<file path="config.mk">
export PLATFORM = sky130hd
export DESIGN_NAME = deferred_action_queue_top
export DESIGN_NICKNAME = d
export VERILOG_FILES = /design/src/rtl/daq_pkg.sv /design/src/rtl/daq_cell.sv /design/src/rtl/daq_slot_map.sv /design/src/rtl/deferred_action_queue_top.sv
export VERILOG_INCLUDE_DIRS = /design/src /design/src/rtl
export SDC_FILE = /design/constraint.sdc
export NUM_CORES = 1
export LEC_CHECK = 0
export BUFFER_PORTS_ARGS = -buffer_cell sky130_fd_sc_hd__buf_2
export CORE_AREA = 4 4 343 345
export CTS_BUF_LIST = sky130_fd_sc_hd__clkbuf_16
export DETAILED_ROUTE_END_ITERATION = 16
export DIE_AREA = 0 0 347 349
export HOLD_SLACK_MARGIN = 0.15
export PLACE_DENSITY_LB_ADDON = 0.05
export SLEW_MARGIN = 40
export SYNTH_ARGS = -nofsm -noshare
export SYNTH_HDL_FRONTEND = slang
export SYNTH_HIERARCHICAL = 1
export SYNTH_SLANG_ARGS = --single-unit
</file>
<file path="constraint.sdc">
create_clock -name clk -period 3.4 [get_ports clk]
set_input_delay 0.34 -clock clk [delete_from_list [all_inputs] [get_ports clk]]
set_output_delay 0.34 -clock clk [all_outputs]
set_load 0.05 [all_outputs]
</file>
<file path="src/rtl/deferred_action_queue_top_assert.svh">
// Assertion macros for the deferred action queue, clocked on clk, disabled in rst.
`ifndef DEFERRED_ACTION_QUEUE_TOP_ASSERT_SVH
`define DEFERRED_ACTION_QUEUE_TOP_ASSERT_SVH

// Same-cycle implication.
`define DAQ_ASSERT_IMP(lbl, ante, cons, msg) \
  lbl: assert property (@(posedge clk) disable iff (rst) (ante) |-> (cons)) \
    else $error(msg);

// Next-cycle implication.
`define DAQ_ASSERT_NEXT(lbl, ante, cons, msg) \
  lbl: assert property (@(posedge clk) disable iff (rst) (ante) |=> (cons)) \
    else $error(msg);

`endif

</file>
<file path="src/rtl/daq_pkg.sv">
// Shared types and constants of the deferred action queue.
package daq_pkg;

  localparam int unsigned DEF_QUEUE_DEPTH = 8;
  localparam int unsigned DEF_MAX_WORDS   = 8;
  localparam int unsigned MAX_SLOTS       = 8;
  localparam int unsigned SLOT_W          = 3;
  localparam int unsigned RESULT_LIMIT    = 8;
  localparam int unsigned REL_W           = $clog2(RESULT_LIMIT);

  typedef enum logic {
    CMD_HOLD   = 1'b0,
    CMD_RETIRE = 1'b1
  } cmd_t;

  typedef enum logic [1:0] {
    KIND_HOLD    = 2'd0,
    KIND_RELEASE = 2'd1,
    KIND_NONE    = 2'd2
  } kind_t;

  typedef enum logic {
    ST_IDLE,
    ST_RETIRE
  } state_t;

  typedef struct packed {
    logic [31:0]       tag;
    logic [7:0]        handler;
    logic [15:0]       m_number;
    logic [7:0]        subcode;
    logic [7:0]        word_count;
    logic              has_text;
    logic [SLOT_W-1:0] slot;
    logic [7:0]        payload;
  } daq_entry_t;

  typedef struct packed {
    kind_t             kind;
    logic              accepted;
    logic [7:0]        handler;
    logic [15:0]       m_number;
    logic [7:0]        subcode;
    logic [7:0]        word_count;
    logic              has_text;
    logic [SLOT_W-1:0] slot;
    logic [7:0]        payload;
    logic              last;
  } daq_result_t;

endpackage

</file>
<file path="src/rtl/daq_cell.sv">
// One queue cell: holds an entry, loads a new one or takes its neighbour's on a pop.
module daq_cell (
  input  logic                clk,
  input  logic                load,
  input  logic                shift,
  input  daq_pkg::daq_entry_t load_data,
  input  daq_pkg::daq_entry_t shift_in,
  output daq_pkg::daq_entry_t data
);
  import daq_pkg::*;

  always_ff @(posedge clk) begin
    if (load) begin
      data <= load_data;
    end else if (shift) begin
      data <= shift_in;
    end
  end

endmodule

</file>
<file path="src/rtl/daq_slot_map.sv">
// Text slot bitmap: finds the lowest free slot, claims and frees slots.
module daq_slot_map #(
  parameter int unsigned SLOTS = daq_pkg::MAX_SLOTS
) (
  input  logic                       clk,
  input  logic                       rst,
  input  logic                       claim,
  input  logic                       release_en,
  input  logic [daq_pkg::SLOT_W-1:0] release_slot,
  output logic                       free_found,
  output logic [daq_pkg::SLOT_W-1:0] free_slot
);
  import daq_pkg::*;

  logic [SLOTS-1:0] slot_taken;
  logic [SLOTS-1:0] slot_taken_next;

  // Scan from the top so the lowest free slot wins.
  always_comb begin
    free_found = 1'b0;
    free_slot  = '0;
    for (int i = SLOTS - 1; i >= 0; i--) begin
      if (!slot_taken[i]) begin
        free_found = 1'b1;
        free_slot  = SLOT_W'(i);
      end
    end
  end

  always_comb begin
    slot_taken_next = slot_taken;
    for (int i = 0; i < SLOTS; i++) begin
      if (claim && free_found && free_slot == SLOT_W'(i)) begin
        slot_taken_next[i] = 1'b1;
      end
      if (release_en && release_slot == SLOT_W'(i)) begin
        slot_taken_next[i] = 1'b0;
      end
    end
  end

  always_ff @(posedge clk) begin
    if (rst) begin
      slot_taken <= '0;
    end else begin
      slot_taken <= slot_taken_next;
    end
  end

endmodule

</file>
<file path="src/rtl/deferred_action_queue_top.sv">
// Deferred action queue: a transaction is taken when start is high and busy is low. A hold
// transaction (cmd 0) is answered in the next cycle by a single result of kind 0 (accepted 1
// if stored, 0 if the queue was full, no text slot was free or word_count exceeded
// MAX_WORDS); busy stays low, so holds may be issued every cycle. A retire transaction
// (cmd 1) raises busy and emits results, one per cycle: each due front entry (tag at or
// below block_number) as kind 1, in queue order, at most eight, or one result of kind 2
// when nothing is due; last marks the final one. The pace of a retire is set by the cell
// chain, which pops one entry per cycle. Results appear on the output ports for exactly
// one cycle, flagged by result_strobe, and cannot be held off: the receiver must take
// each one as it comes.
module deferred_action_queue_top #(
  parameter int unsigned QUEUE_DEPTH = daq_pkg::DEF_QUEUE_DEPTH,
  parameter int unsigned MAX_WORDS   = daq_pkg::DEF_MAX_WORDS
) (
  input  logic                       clk,
  input  logic                       rst,
  input  logic                       start,
  output logic                       busy,
  input  logic                       cmd,
  input  logic [31:0]                block_number,
  input  logic [7:0]                 handler_id,
  input  logic [15:0]                m_number,
  input  logic [7:0]                 subcode,
  input  logic [7:0]                 word_count,
  input  logic                       has_text,
  input  logic [7:0]                 payload_ref,
  output logic                       result_strobe,
  output daq_pkg::kind_t             kind,
  output logic                       accepted,
  output logic [7:0]                 out_handler,
  output logic [15:0]                out_m_number,
  output logic [7:0]                 out_subcode,
  output logic [7:0]                 out_word_count,
  output logic                       out_has_text,
  output logic [daq_pkg::SLOT_W-1:0] text_slot,
  output logic [7:0]                 out_payload,
  output logic                       last
);
  import daq_pkg::*;

  `include "deferred_action_queue_top_assert.svh"

  localparam int unsigned CNT_W      = $clog2(QUEUE_DEPTH + 1);
  localparam int unsigned SLOT_COUNT = (QUEUE_DEPTH < MAX_SLOTS) ? QUEUE_DEPTH : MAX_SLOTS;

  // Control state
  state_t             state;
  state_t             state_next;
  logic [CNT_W-1:0]   count;
  logic [CNT_W-1:0]   count_next;
  logic [REL_W-1:0]   rel_cnt;
  logic [REL_W-1:0]   rel_cnt_next;
  logic               res_valid;
  logic               res_valid_next;

  // Payload registers
  logic [31:0]        finished;
  logic [31:0]        finished_next;
  daq_result_t        res;
  daq_result_t        res_next;

  // Cell chain
  daq_entry_t                 cell_q [QUEUE_DEPTH];
  logic [QUEUE_DEPTH-1:0]     cell_load;
  logic                       shift;
  daq_entry_t                 hold_entry;
  logic                       front_due;
  logic                       second_due;

  // Hold decision and slot map handshake
  logic                       hold_fits;
  logic                       hold_ok;
  logic                       free_found;
  logic [SLOT_W-1:0]          free_slot;
  logic                       claim;
  logic                       rel_en;

  // ---------------------------------------------------------------------------
  // Text slot bitmap
  // ---------------------------------------------------------------------------
  assign claim = hold_ok && has_text;

  daq_slot_map #(
    .SLOTS(SLOT_COUNT)
  ) u_slot_map (
    .clk         (clk),
    .rst         (rst),
    .claim       (claim),
    .release_en  (rel_en),
    .release_slot(cell_q[0].slot),
    .free_found  (free_found),
    .free_slot   (free_slot)
  );

  // ---------------------------------------------------------------------------
  // Cell chain: cell 0 is the front. A hold loads the cell at the fill count; a
  // pop moves every cell one place towards the front.
  // ---------------------------------------------------------------------------
  always_comb begin
    hold_entry.tag        = block_number;
    hold_entry.handler    = handler_id;
    hold_entry.m_number   = m_number;
    hold_entry.subcode    = subcode;
    hold_entry.word_count = word_count;
    hold_entry.has_text   = has_text;
    hold_entry.slot       = has_text ? free_slot : '0;
    hold_entry.payload    = payload_ref;
  end

  for (genvar g = 0; g < QUEUE_DEPTH; g++) begin : g_cell
    assign cell_load[g] = hold_ok && (count == CNT_W'(g));

    if (g < QUEUE_DEPTH - 1) begin : g_mid
      daq_cell u_cell (
        .clk      (clk),
        .load     (cell_load[g]),
        .shift    (shift),
        .load_data(hold_entry),
        .shift_in (cell_q[g + 1]),
        .data     (cell_q[g])
      );
    end else begin : g_tail
      // The tail entry falls out of range on a pop; its content is then never read.
      daq_cell u_cell (
        .clk      (clk),
        .load     (cell_load[g]),
        .shift    (shift),
        .load_data(hold_entry),
        .shift_in (cell_q[g]),
        .data     (cell_q[g])
      );
    end
  end

  // Look at the front and the entry behind it, so last is known when the front leaves.
  assign front_due = (count != '0) && (cell_q[0].tag <= finished);

  if (QUEUE_DEPTH > 1) begin : g_second
    assign second_due = (count > CNT_W'(1)) && (cell_q[1].tag <= finished);
  end else begin : g_no_second
    assign second_due = 1'b0;
  end

  assign hold_fits = (count < CNT_W'(QUEUE_DEPTH)) && (!has_text || free_found) &&
                     (word_count <= 8'(MAX_WORDS));

  // ---------------------------------------------------------------------------
  // Sequencer
  // ---------------------------------------------------------------------------
  always_ff @(posedge clk) begin
    if (rst) begin
      state     <= ST_IDLE;
      count     <= '0;
      rel_cnt   <= '0;
      res_valid <= 1'b0;
    end else begin
      state     <= state_next;
      count     <= count_next;
      rel_cnt   <= rel_cnt_next;
      res_valid <= res_valid_next;
    end
  end

  always_ff @(posedge clk) begin
    finished <= finished_next;
    res      <= res_next;
  end

  always_comb begin
    state_next     = state;
    count_next     = count;
    rel_cnt_next   = rel_cnt;
    finished_next  = finished;
    res_next       = res;
    res_valid_next = 1'b0;
    hold_ok        = 1'b0;
    shift          = 1'b0;
    rel_en         = 1'b0;

    unique case (state)
      ST_IDLE: begin
        if (start) begin
          if (cmd == CMD_HOLD) begin
            // Answer the hold next cycle; append only when everything fits.
            hold_ok           = hold_fits;
            res_valid_next    = 1'b1;
            res_next          = '0;
            res_next.kind     = KIND_HOLD;
            res_next.accepted = hold_fits;
            res_next.has_text = hold_fits && has_text;
            res_next.slot     = (hold_fits && has_text) ? free_slot : '0;
            res_next.last     = 1'b1;
            if (hold_fits) begin
              count_next = count + CNT_W'(1);
            end
          end else begin
            finished_next = block_number;
            rel_cnt_next  = '0;
            state_next    = ST_RETIRE;
          end
        end
      end

      ST_RETIRE: begin
        res_valid_next = 1'b1;
        res_next       = '0;
        if (front_due) begin
          // Pop the front, free its slot and release it.
          shift               = 1'b1;
          rel_en              = cell_q[0].has_text;
          count_next          = count - CNT_W'(1);
          rel_cnt_next        = rel_cnt + REL_W'(1);
          res_next.kind       = KIND_RELEASE;
          res_next.handler    = cell_q[0].handler;
          res_next.m_number   = cell_q[0].m_number;
          res_next.subcode    = cell_q[0].subcode;
          res_next.word_count = cell_q[0].word_count;
          res_next.has_text   = cell_q[0].has_text;
          res_next.slot       = cell_q[0].slot;
          res_next.payload    = cell_q[0].payload;
          res_next.last       = (rel_cnt == REL_W'(RESULT_LIMIT - 1)) || !second_due;
          if (res_next.last) begin
            state_next = ST_IDLE;
          end
        end else begin
          // Only reached before any release: report that nothing is due.
          res_next.kind = KIND_NONE;
          res_next.last = 1'b1;
          state_next    = ST_IDLE;
        end
      end
    endcase
  end

  // ---------------------------------------------------------------------------
  // Ports
  // ---------------------------------------------------------------------------
  assign busy           = (state == ST_RETIRE);
  assign result_strobe  = res_valid;
  assign kind           = res.kind;
  assign accepted       = res.accepted;
  assign out_handler    = res.handler;
  assign out_m_number   = res.m_number;
  assign out_subcode    = res.subcode;
  assign out_word_count = res.word_count;
  assign out_has_text   = res.has_text;
  assign text_slot      = res.slot;
  assign out_payload    = res.payload;
  assign last           = res.last;

  // ---------------------------------------------------------------------------
  // Assertions
  // ---------------------------------------------------------------------------
  `DAQ_ASSERT_IMP(a_count_bound, 1'b1, count <= CNT_W'(QUEUE_DEPTH), "fill count above depth")
  `DAQ_ASSERT_NEXT(a_pop_count, shift, count == $past(count) - CNT_W'(1), "pop lost an entry")
  `DAQ_ASSERT_IMP(a_hold_idle, res_valid && kind == KIND_HOLD, state == ST_IDLE, "hold in retire")
  `DAQ_ASSERT_IMP(a_last_idle, res_valid && last && kind != KIND_HOLD, state == ST_IDLE, "no last")

endmodule

</file>
# After elaboration in Yosys (flattened, before gate mapping)
# Index checks and enable logic that the tools add are counted.
dict set report word_totals {
  register_bits 777
  out_inout_bits 58
  wordCells 243
  in_bits 85
}
dict set report op_classes {
  order_cmp 5
  bitwise_logic 1
  reduce_logical 58
  addsub 3
  muxes 62
  n_eq_ne 27
}
# cell count
set op_table {}
lappend op_table {{$mux W84} 14}
lappend op_table {{$mux W56} 2}
lappend op_table {{$pmux W56 S2} 1}
lappend op_table {{$le A32 B32 Y1} 2}
lappend op_table {{$mux W52} 1}
lappend op_table {{$mux W3} 13}
lappend op_table {{$logic_and A1 B1 Y1} 31}
lappend op_table {{$eq A3 B3 Y1 const B} 9}
lappend op_table {{$mux W1} 22}
lappend op_table {{$eq A4 B3 Y1 const B} 4}
lappend op_table {{$mux W4} 4}
lappend op_table {{$reduce_or A2 Y1} 8}
lappend op_table {{$reduce_bool A2 Y1} 7}
lappend op_table {{$eq A3 B2 Y1 const B} 4}
lappend op_table {{$eq A4 B2 Y1 const B} 2}
lappend op_table {{$le A8 B4 Y1 const B} 1}
lappend op_table {{$ne A2 B2 Y1 const B} 4}
lappend op_table {{$pmux W4 S2} 1}
lappend op_table {{$eq A3 B1 Y1 const B} 2}
lappend op_table {{$logic_not A3 Y1} 2}
lappend op_table {{$pmux W3 S2} 1}
lappend op_table {{$reduce_and A3 Y1} 2}
lappend op_table {{$add A4 B1 Y4 const B} 1}
lappend op_table {{$eq A4 B1 Y1 const B} 1}
lappend op_table {{other kinds (14)} 17}

# Depth between registers and ports, before layout
# Gate-level depths: netlist of the first run.
dict set report depth {
  word_depth 17
  mapped_depth 11
  depth_no_buf 10
}

# Cells and area by module
# The synthesis of the first run kept the hierarchy.
# mod cells_per_inst n_inst seq_area_each_um2 area_each_um2
set by_module_without_submodules {}
lappend by_module_without_submodules {daq_cell 178 8 2522.4 3553.4}
lappend by_module_without_submodules {deferred_action_queue_top 453 1 2822.7 5317.6}
lappend by_module_without_submodules {daq_slot_map 46 1 160.2 405.4}

# Worst setup path after synthesis of the first run
# No wires, ideal clock.
dict set report synth_path {
  kind {reg2reg}
  from {reg g_cell[0].g_mid.u_cell/data[83] (netlist bit)}
  to {reg g_cell[0].g_mid.u_cell/data[0] (netlist bit) (enable)}
  slack_ps -125
  period_less_slack_ps 3525
  path_buffers 1
  stages_incl_launch_ff 11
  setup_time_ps 406
  t_arrival_ps 3119
  t_required_ps 2994
  cell_sequence {edfxtp_1 -> ha_1 -> nand4_1 -> nor4_2 -> nand2_1 -> a22oi_2 -> and2_1 -> buf_2 -> nand2_1 -> inv_1 -> or2_2}
}
dict set report synth_via {
  elab_chain_len 5
}
# item line_no
set synth_rtl {}
lappend synth_rtl {{start: declaration} daq_cell.sv:8} ;# output daq_pkg::daq_entry_t data
lappend synth_rtl {{start signal: assignment} daq_cell.sv:14} ;# data <= load_data;
lappend synth_rtl {{start signal: assignment} daq_cell.sv:16} ;# data <= shift_in;
lappend synth_rtl {{$le A32 B32 Y1} deferred_action_queue_top.sv:136} ;# assign front_due = (count != '0) && (cell_q[0].tag <= finished);
lappend synth_rtl {{$logic_and A1 B1 Y1} deferred_action_queue_top.sv:136}
lappend synth_rtl {{$mux W1} deferred_action_queue_top.sv:207} ;# if (front_due) begin
lappend synth_rtl {{$mux W1} deferred_action_queue_top.sv:180} ;# unique case (state)
lappend synth_rtl {{named net shift} deferred_action_queue_top.sv:65} ;# logic shift;
lappend synth_rtl {{$reduce_bool A2 Y1 (no line)} --}
# The timed path passes the listed nets, and every way through them passes these cells.
# A chain may end at the register's enable or synchronous reset.

# Final worst setup path of the first run
dict set report layout_path {
  from {reg g_cell[0].g_mid.u_cell/data[59] (netlist bit)}
  to {reg g_cell[6].g_mid.u_cell/data[23] (netlist bit) (enable)}
}
dict set report layout_via {
  elab_chain_len 5
}
# item line_no
set layout_rtl {}
lappend layout_rtl {{$le A32 B32 Y1} deferred_action_queue_top.sv:136}
lappend layout_rtl {{$logic_and A1 B1 Y1} deferred_action_queue_top.sv:136}
lappend layout_rtl {{$mux W1} deferred_action_queue_top.sv:207}
lappend layout_rtl {{$mux W1} deferred_action_queue_top.sv:180}
lappend layout_rtl {{named net shift} deferred_action_queue_top.sv:65}
lappend layout_rtl {{$reduce_bool A2 Y1 (no line)} --}
lappend layout_rtl {{end signal: assignment} daq_cell.sv:14}
lappend layout_rtl {{end signal: assignment} daq_cell.sv:16}
lappend layout_rtl {{end: declaration} daq_cell.sv:8}
# The timed path passes the listed nets, and every way through them passes these cells.

==> flow_summary.toml, run 1 <==
[outcome]
status = "finished clean"

[detailed_routing]
ant_nets = 0
route.vias.total = 17800
drt_first_pass_iters = 4
drt_iter0_drc = 812
viasPerCell = 4.65
wirelength_um = 83900
wl_per_cell_um = 21.9
drc_errors = 0

[clock_tree]
cts-resized-gates = 0
cts_buffer_depth = 3
insertion_delay_ns = 0.66
cts_root_buffer = "clkbuf_16"
htreeDepth = 3
cts_sinks = 777
cts_setup_buffers = 0
cts_buffers = 94
clk_pin_slew_ns = 0.06
tritoncts = "built"

[timing]
max_freq_ghz = 0.316
relSlewSlack_pct = 51.6
worst_pin_slew_ns = 0.726
maxSlewViolCount = 0
rsz0062_at_grt = "false"
skew_ns = 0.0296
fin_crit_ns = 3.16
setup_viol = 0
hold_viol_final = 0
period_share_pct = 93.1

[synth]
ys_seq_elements = 777
synth_area_per_cell_sq_um = 17.8
synth_top_area_cell = "edfxtp_1"
synth_warnings = 6
synth-edff-count = 760
postSynth.asyncResetShare_pct = 0
synth_nets = 2078
synth-main-ff-cell = "edfxtp_1"
yosysMostFrequentCell = "edfxtp_1"
synth_common_cells = "edfxtp_1 (760), mux2_1 (392), mux2_2 (280), ha_1 (70), and3_1 (54)"
yosys.area.top_type_share_pct = 66.8
ys_types = 57
synthTopCellsByArea = "edfxtp_1 (67%), mux2_1 (13%), mux2_2 (9.2%)"
ys_seq_area_share_pct = 67.8
synthesis.area_sq_um = 34200
synth_cells = 1923

[place]
numPortBuffers = 142
finalWeightedCongestion = 0.756
post-dp-hpwl_um = 54100
dpl_cell_area_sq_um = 37500
place_inst = 3581

[pwr]
pwr-share-comb_pct = 3.6
power_leakage_nw = 14.1
ir_drop_mv = 0.300
p_clk_share_pct = 45.6
pwr-share-seq_pct = 50.8
power_mw = 20.8
power_switching_mw = 4.52
p_sw_share_pct = 21.7
p_int_mw = 16.3
power_density_nw_per_um2 = 506

[critical_path]
max_stage_delay_ns = 0.36
end_kind = "flip-flop"
worstPathArrival_ns = 3.48
critical_path_peak_fanout = 35
crit_slowest_cell = "edfxtp_1"
critPathKind = "flip-flop to flip-flop"
required_ns = 3.72
cp-start-kind = "flip-flop"
crit_path_cell_trace = "ha_1 -> nand4_1 -> nor4_1 -> buf_4 -> nand2_1 -> a22oi_2 -> and2_2 -> nand2_1 -> inv_1 -> buf_12 -> or2_4 -> buf_12"

[grt]
grt_overflow = 0
grt_use_total_pct = 13.9
first_global_vias = 19600
grt_pass1_wl_um = 128000
grt_max_degree = 51
antenna_found_initial = 1

[finish]
layout-drive-gt1-share_pct = 28.9
design_area_sq_um = 41200
fin_util_pct = 36.1
fin_nets = 2398
syn_to_final_growth_pct = 20.6
layout.cells.non_filler = 3828

[flow_run]
drv_cap = 0

[die]
boundaryPins = 143
die_y_um = 349
die_w_um = 347
die-area_sq_um = 121000
rows = 124
coreArea_sq_um = 114000
start_util_pct = 29.9

[min_path]
hold_class = "input pin to flip-flop"
==> layer usage <==
metal	share of wire, %	GRT usage (%)
met5	0	0
met4	1.6	3.36
met3	3.4	2.20
met2	47	22.5
met1	48	19.5
==> placed cells by master (no fill, tap or decap), drive strengths merged, types with 2 or more instances in the layout <==
master / instances
and4: 2
clkinvlp: 2
or4: 4
mux2: 672
nor4: 4
a211oi: 7
nor3: 4
edfxtp: 760
a22o: 4
clkbuf: 96
a21oi: 34
ha: 70
nand4: 13
bufinv: 6
o21a: 3
nand3: 8
inv: 71
clkinv: 37
a41o: 2
nand2: 27
a21o: 7
a311oi: 4
nor4b: 2
o211ai: 6
a21boi: 3
or2: 9
o21ai: 14
nor2b: 6
dfxtp: 17
o31ai: 5
dlygate4sd3: 78
nor2: 24
and2: 6
and3: 54
a31oi: 7
buf: 232
nand2b: 3
==> power by group through the flow <==
stage	logic [mW]	clock network, mW	registers, mW
6_report	0.754	9.50	10.6
5_1_grt	0.825	10.3	10.6
3_3_place_gp	0.696	0	10.8
4_1_cts	0.776	9.89	10.6
3_5_place_dp	0.699	0	10.8
2_1_floorplan	0.209	0	10.9
==> state kept, by name, indices dropped and copies added (netlist names) <==
| signal | count |
|---|---|
| g_cell.g_tail.u_cell/data | 84 |
| last | 1 |
| accepted | 1 |
| count | 4 |
| kind | 2 |
| result_strobe | 1 |
| out_handler | 8 |
| finished | 32 |
| u_slot_map/slot_taken | 8 |
| g_cell.g_mid.u_cell/data | 588 |
| busy | 1 |
| out_subcode | 8 |
| text_slot | 3 |
| out_m_number | 16 |
| rel_cnt | 3 |
| out_has_text | 1 |
| out_word_count | 8 |
| out_payload | 8 |
==> path summary, 6_finish.rpt <==
path / endpoint / cells past startpoint / slack [ns] / start
hold / removal: g_cell[5].g_mid.u_cell/data[15] / 2 / 0.21 / word_count[3]
hold reg to reg: rel_cnt[1] / 2 / 0.50 / rel_cnt[1]
setup / recovery: g_cell[6].g_mid.u_cell/data[23] / 12 / 0.24 / g_cell[0].g_mid.u_cell/data[59]
setup reg to reg: g_cell[6].g_mid.u_cell/data[23] / 12 / 0.24 / g_cell[0].g_mid.u_cell/data[59]
==> what timing repair did <==
action	in CTS	in global routing
setup endpoints to repair	0	0
hold buffers	78	0
endpoints found under the hold margin	597	0
==> critical path: cells and delay by family, from the launching register on <==
family	cells	cell delay, ns
flip-flops	1	0.36
buffers and inverters	4	0.74
adder cells (fa/ha/maj)	1	0.32
AO/OA/AOI/OAI	1	0.19
AND/OR/NAND/NOR	6	1.17
==> final cells by class <==
| class | count | area, sq um |
|---|---|---|
| well taps | 1512 | 1890 |
| multi-input cells | 1016 | 10200 |
| repair buffers | 310 | 2860 |
| clock inverters | 72 | 495 |
| inverters | 44 | 165 |
| diodes | 1 | 2.50 |
| fillers | 10800 | 73000 |
| flip-flops and latches | 777 | 23200 |
| clock buffers | 96 | 2400 |
==> through the flow <==
step / setup WS [ns] / TNS (ns) / hold slack [ns]
after detailed placement: 0.244 / 0 / 0.495
final: 0.236 / 0 / 0.210
after CTS: 0.194 / 0 / 0.156
after global routing: 0.0419 / 0 / 0.188
after floorplan: -0.125 / -84.32 / 0.439
after global placement: 0.263 / 0 / 0.488
==> cell families (layout without fill, tap and decap cells) <==
family | Yosys count | count (layout) | synth area share, %
and+or+nand+nor | 169 | 169 | 2.76
adders and majority gates | 70 | 70 | 2.56
muxes | 673 | 673 | 22.2
DFF | 777 | 777 | 67.8
AOI/OAI and AO/OA | 104 | 104 | 2.13
other | 0 | 1 | 0
buffers and inverters | 130 | 522 | 2.52
Power figures use the tool's default switching activity.
==> run 2, diff against run 1 <==
- CORE_AREA: 4 4 343 345 -> 4 4 264 266
- DIE_AREA: 0 0 347 349 -> 0 0 268 270
==> flow_summary.toml, run 2 (synthesis results as in run 1) <==
[outcome]
status = "finished clean"

[critical_path]
crit_slowest_cell = "nor4_2"
max_stage_delay_ns = 0.41
worstPathArrival_ns = 3.63
critical_path_peak_fanout = 13
cp-start-kind = "flip-flop"
cp_top_family = "simple AND/OR/NAND/NOR gates"
end_kind = "flip-flop"
reg2regPathDepth = 12
required_ns = 3.78
crit_path_cell_trace = "inv_1 -> ha_1 -> nand4_1 -> nor4_2 -> a211o_2 -> o21ai_0 -> a31o_2 -> nand2_1 -> clkinvlp_4 -> or2_4 -> buf_4 -> buf_12"
reg2reg_to = "g_cell[5].g_mid.u_cell/data[26]"
critPathKind = "flip-flop to flip-flop"
path_buf_inv = 4
timing.rr.start = "finished[30]"
r2r_slack_ns = 0.15

[grt]
first_global_vias = 19000
grt_pass1_wl_um = 114000
grt_use_total_pct = 20.3
antenna_found_initial = 3
grt_max_degree = 57
grt_overflow = 0

[die]
start_util_pct = 50.9
die_w_um = 268
die-area_sq_um = 72400
coreArea_sq_um = 67000
boundaryPins = 143
rows = 95
die_y_um = 270

[timing]
period_share_pct = 95.5
fin_crit_ns = 3.25
skew_ns = 0.0197
relSlewSlack_pct = 53.8
rsz0062_at_grt = "false"
worst_pin_slew_ns = 0.692
maxSlewViolCount = 0
setup_viol = 0
tns_ns = 0
max_freq_ghz = 0.308
hold_viol_final = 0

[finish]
largest_register = "g_cell.g_mid.u_cell/data"
n_fill_cell = 5152
final_common_cell = "edfxtp_1"
fin_util_pct = 59.7
layout-drive-gt1-share_pct = 28.4
syn_to_final_growth_pct = 17.1
layout_common_cells = "edfxtp_1 (760), mux2_1 (392), mux2_2 (280), buf_2 (142), clkbuf_16 (90)"
largest_reg_flops = 588
design_area_sq_um = 40000
largestRegisters = "g_cell.g_mid.u_cell/data (588), g_cell.g_tail.u_cell/data (84), finished (32)"
fin_nets = 2378

[pwr]
p_clk_share_pct = 43.5
power_switching_mw = 4.17
p_sw_share_pct = 20.8
ir_drop_mv = 0.375
power_leakage_nw = 13.9
pwr-share-seq_pct = 52.8
power_density_nw_per_um2 = 500
p_int_mw = 15.8
pwr-share-comb_pct = 3.6

[place]
numPortBuffers = 142
post-dp-hpwl_um = 46100
dpl_cell_area_sq_um = 36500
finalWeightedCongestion = 0.825

[detailed_routing]
viasPerCell = 5.66
drt_first_pass_iters = 5
drc_errors = 0
drt_iter0_drc = 1278
wl_per_cell_um = 23.0
route.vias.total = 17900
wirelength_um = 72700
ant_nets = 0

[clock_tree]
clk_pin_slew_ns = 0.06
cts_sinks = 777
htreeDepth = 3
cts_buffer_depth = 3
cts_buffers = 84
tritoncts = "built"
insertion_delay_ns = 0.62
cts_root_buffer = "clkbuf_16"

[min_path]
min_from = "subcode[1]"
hold_path_end = "g_cell[5].g_mid.u_cell/data[21]"
min_path_cells = 2
hold_class = "input pin to flip-flop"

[flow_run]
drv_cap = 0
[run 2: area by class of cell]
class	instances	area (sq um)	share of cell area, %
diodes	1	2.50	0.00626
multi-input cells	1016	10200	25.5
clock inverters	64	399	0.998
flip-flops and latches	777	23200	57.9
clock buffers	90	2250	5.63
repair buffers	300	2720	6.79
inverters	44	169	0.422
well taps	873	1090	2.73
[run 2: worst max path at each step]
stage	slack, ns	cells after the start	startpoint	endpoint
6_report	0.15	12	finished[30]	g_cell[5].g_mid.u_cell/data[26]
3_5_place_dp	0.13	12	finished[9]	g_cell[5].g_mid.u_cell/data[4]
2_1_floorplan	-0.13	10	g_cell[0].g_mid.u_cell/data[83]	g_cell[0].g_mid.u_cell/data[0]
3_3_place_gp	0.30	11	finished[29]	g_cell[5].g_mid.u_cell/data[4]
4_1_cts	0.10	12	finished[9]	g_cell[5].g_mid.u_cell/data[8]
5_1_grt	0.05	12	g_cell[0].g_mid.u_cell/data[67]	g_cell[5].g_mid.u_cell/data[27]
[run 2: what timing repair did]
item	4_1_cts	5_1_grt
hold buffers	75	0
buffers inserted	0	9
endpoints found under the setup margin	0	96
resized for setup	0	3
endpoints found under the hold margin	456	0
[run 2: power groups by stage]
stage / Sequential, mW / Clock [mW] / Combinational (mW)
3_5_place_dp: 10.8 / 0 / 0.658
3_3_place_gp: 10.8 / 0 / 0.648
5_1_grt: 10.6 / 9.40 / 0.788
2_1_floorplan: 10.9 / 0 / 0.209
4_1_cts: 10.6 / 8.96 / 0.731
6_report: 10.6 / 8.70 / 0.729
[run 2: stage by stage]
step / hold slack, ns / setup WS, ns / total power [mW] / instances
detailed placement: 0.494 / 0.134 / 11.4 / 2926
floorplan: 0.439 / -0.125 / 11.1 / 1923
finish: 0.183 / 0.152 / 20.0 / 3165
global placement: 0.479 / 0.297 / 11.4 / 2926
global route: 0.178 / 0.0509 / 20.8 / 3164
CTS: 0.155 / 0.103 / 20.3 / 3155
[run 2: routing by layer]
layer	wire, um	GRT usage, %	vias up
li1	-	-	8195
met1	33700	29.0	9236
met2	34400	32.7	371
met3	3020	3.13	109
met4	1590	5.61	0
met5	0	0	-
==> run 3, diff against run 2 <==
- CORE_AREA: 4 4 264 266 -> 4 4 318 320
- DIE_AREA: 0 0 268 270 -> 0 0 322 324
==> flow_summary.toml, run 3 (synthesis results as in run 1) <==
[outcome]
status = "finished clean"

[flow_run]
drv_cap = 0

[finish]
syn_to_final_growth_pct = 19.7
layout-drive-gt1-share_pct = 28.6
fin_util_pct = 41.7
fin_nets = 2385
largestRegisters = "g_cell.g_mid.u_cell/data (588), g_cell.g_tail.u_cell/data (84), finished (32)"
largest_reg_flops = 588
n_fill_cell = 8809
largest_register = "g_cell.g_mid.u_cell/data"
final_common_cell = "edfxtp_1"
layout_common_cells = "edfxtp_1 (760), mux2_1 (392), mux2_2 (280), buf_2 (142), clkbuf_16 (93)"

[critical_path]
crit_path_cell_trace = "ha_1 -> nand2_1 -> o21ai_0 -> a221oi_1 -> buf_4 -> a31o_2 -> nand2_1 -> clkinvlp_4 -> or2_4 -> buf_12 -> buf_4"
end_kind = "flip-flop"
critical_path_peak_fanout = 20
worstPathArrival_ns = 3.58
max_stage_delay_ns = 0.40
crit_slowest_cell = "o21ai_0"
cp-start-kind = "flip-flop"
timing.rr.start = "g_cell[0].g_mid.u_cell/data[55]"
required_ns = 3.79
reg2regPathDepth = 11
critPathKind = "flip-flop to flip-flop"
r2r_slack_ns = 0.21
reg2reg_to = "g_cell[1].g_mid.u_cell/data[50]"

[die]
rows = 115
boundaryPins = 143
die_y_um = 324
start_util_pct = 34.8
die_w_um = 322
coreArea_sq_um = 98100
die-area_sq_um = 104000

[grt]
grt_overflow = 0
grt_use_total_pct = 15.5
grt_max_degree = 56
antenna_found_initial = 5
first_global_vias = 18900
grt_pass1_wl_um = 123000

[timing]
relSlewSlack_pct = 55.0
holdWs_ns = 0.206
period_share_pct = 93.9
worst_pin_slew_ns = 0.673
max_freq_ghz = 0.313
tns_ns = 0
rsz0062_at_grt = "false"
fin_crit_ns = 3.19
skew_ns = 0.0196
hold_viol_final = 0
setup_viol = 0
maxSlewViolCount = 0
setup_slack_ns = 0.209

[detailed_routing]
wl_per_cell_um = 22.3
drc_errors = 0
drt_iter0_drc = 827
wirelength_um = 80100
ant_nets = 0
route.vias.total = 17500
viasPerCell = 4.87
drt_first_pass_iters = 4

[pwr]
ir_drop_mv = 0.360
power_leakage_nw = 14.0
power_density_nw_per_um2 = 513

[clock_tree]
tritoncts = "built"
insertion_delay_ns = 0.64
cts_root_buffer = "clkbuf_16"
clk_pin_slew_ns = 0.06
cts_buffers = 89
cts_setup_buffers = 0
htreeDepth = 3
cts_buffer_depth = 3
cts_sinks = 777

[min_path]
min_path_cells = 2
hold_class = "input pin to flip-flop"
min_from = "word_count[5]"
hold_path_end = "g_cell[5].g_mid.u_cell/data[17]"

[place]
post-dp-hpwl_um = 51200
numPortBuffers = 142
dpl_worst_slack_ns = 0.0869
finalWeightedCongestion = 0.763
## run 3: cell types whose count changed in the layout (fill, tap and decap cells not counted), sizes merged
cell / previous run / this run
bufinv: 4 / 12
dlygate4sd3: 75 / 78
diode: 1 / 4
inv: 62 / 60
buf: 225 / 224
clkbuf: 90 / 93
clkinv: 41 / 36
clkinvlp: 1 / 4
## run 3: final cells by class
cell class	count	area, sq um	area share, %
clock buffers	93	2330	5.69
diodes	4	10.0	0.0245
repair buffers	302	2790	6.83
well taps	1287	1610	3.94
inverters	44	169	0.413
flip-flops and latches	777	23200	56.7
multi-input cells	1016	10200	25.0
clock inverters	68	606	1.48
## run 3: critical path: cells and delay by family, from the launching register on
family,cells,cell delay (ns)
simple gates,3,0.56
flops,1,0.37
buf+inv,4,0.82
fa+ha+maj,1,0.33
compound gates,3,0.84
## run 3: what timing repair did
item / 4_1_cts / 5_1_grt
resized for setup: 0 / 3
hold endpoints to repair: 476 / 0
setup endpoints to repair: 0 / 228
hold buffers: 78 / 0
## run 3: worst max-delay path by stage
stage	startpoint	endpoint	slack, ns	cells past startpoint
after floorplan	g_cell[0].g_mid.u_cell/data[83]	g_cell[0].g_mid.u_cell/data[0]	-0.13	10
after global placement	finished[15]	g_cell[0].g_mid.u_cell/data[74]	0.13	12
after detailed placement	finished[15]	g_cell[1].g_mid.u_cell/data[50]	0.09	13
final	g_cell[0].g_mid.u_cell/data[55]	g_cell[1].g_mid.u_cell/data[50]	0.21	11
after CTS	finished[15]	g_cell[1].g_mid.u_cell/data[50]	0.06	13
after global routing	g_cell[0].g_mid.u_cell/data[67]	g_cell[1].g_mid.u_cell/data[50]	0.03	12
## run 3: report_power, final
group / internal [mW] / switching [mW]
clock network: 5.82 / 3.83
registers: 10.5 / 0.0402
logic: 0.239 / 0.512
## run 3: routing by layer
| layer | track usage [%] | routed length [um] | up-vias | part of all wire, % |
|---|---|---|---|---|
| met4 | 3.73 | 1290 | 2 | 1.6 |
| li1 | - | - | 8220 | - |
| met1 | 22.0 | 38900 | 8922 | 49 |
| met5 | 0 | 13 | - | 0.016 |
| met2 | 25.2 | 37300 | 260 | 47 |
| met3 | 2.35 | 2590 | 93 | 3.2 |
## run 3: through the flow
step,power [mW],area (sq um),instances
floorplan,11.1,34200,1923
global route,21.8,40900,3587
global placement,11.5,37100,3348
finish,21.0,40900,3591
detailed placement,11.5,37100,3348
CTS,21.4,40900,3587
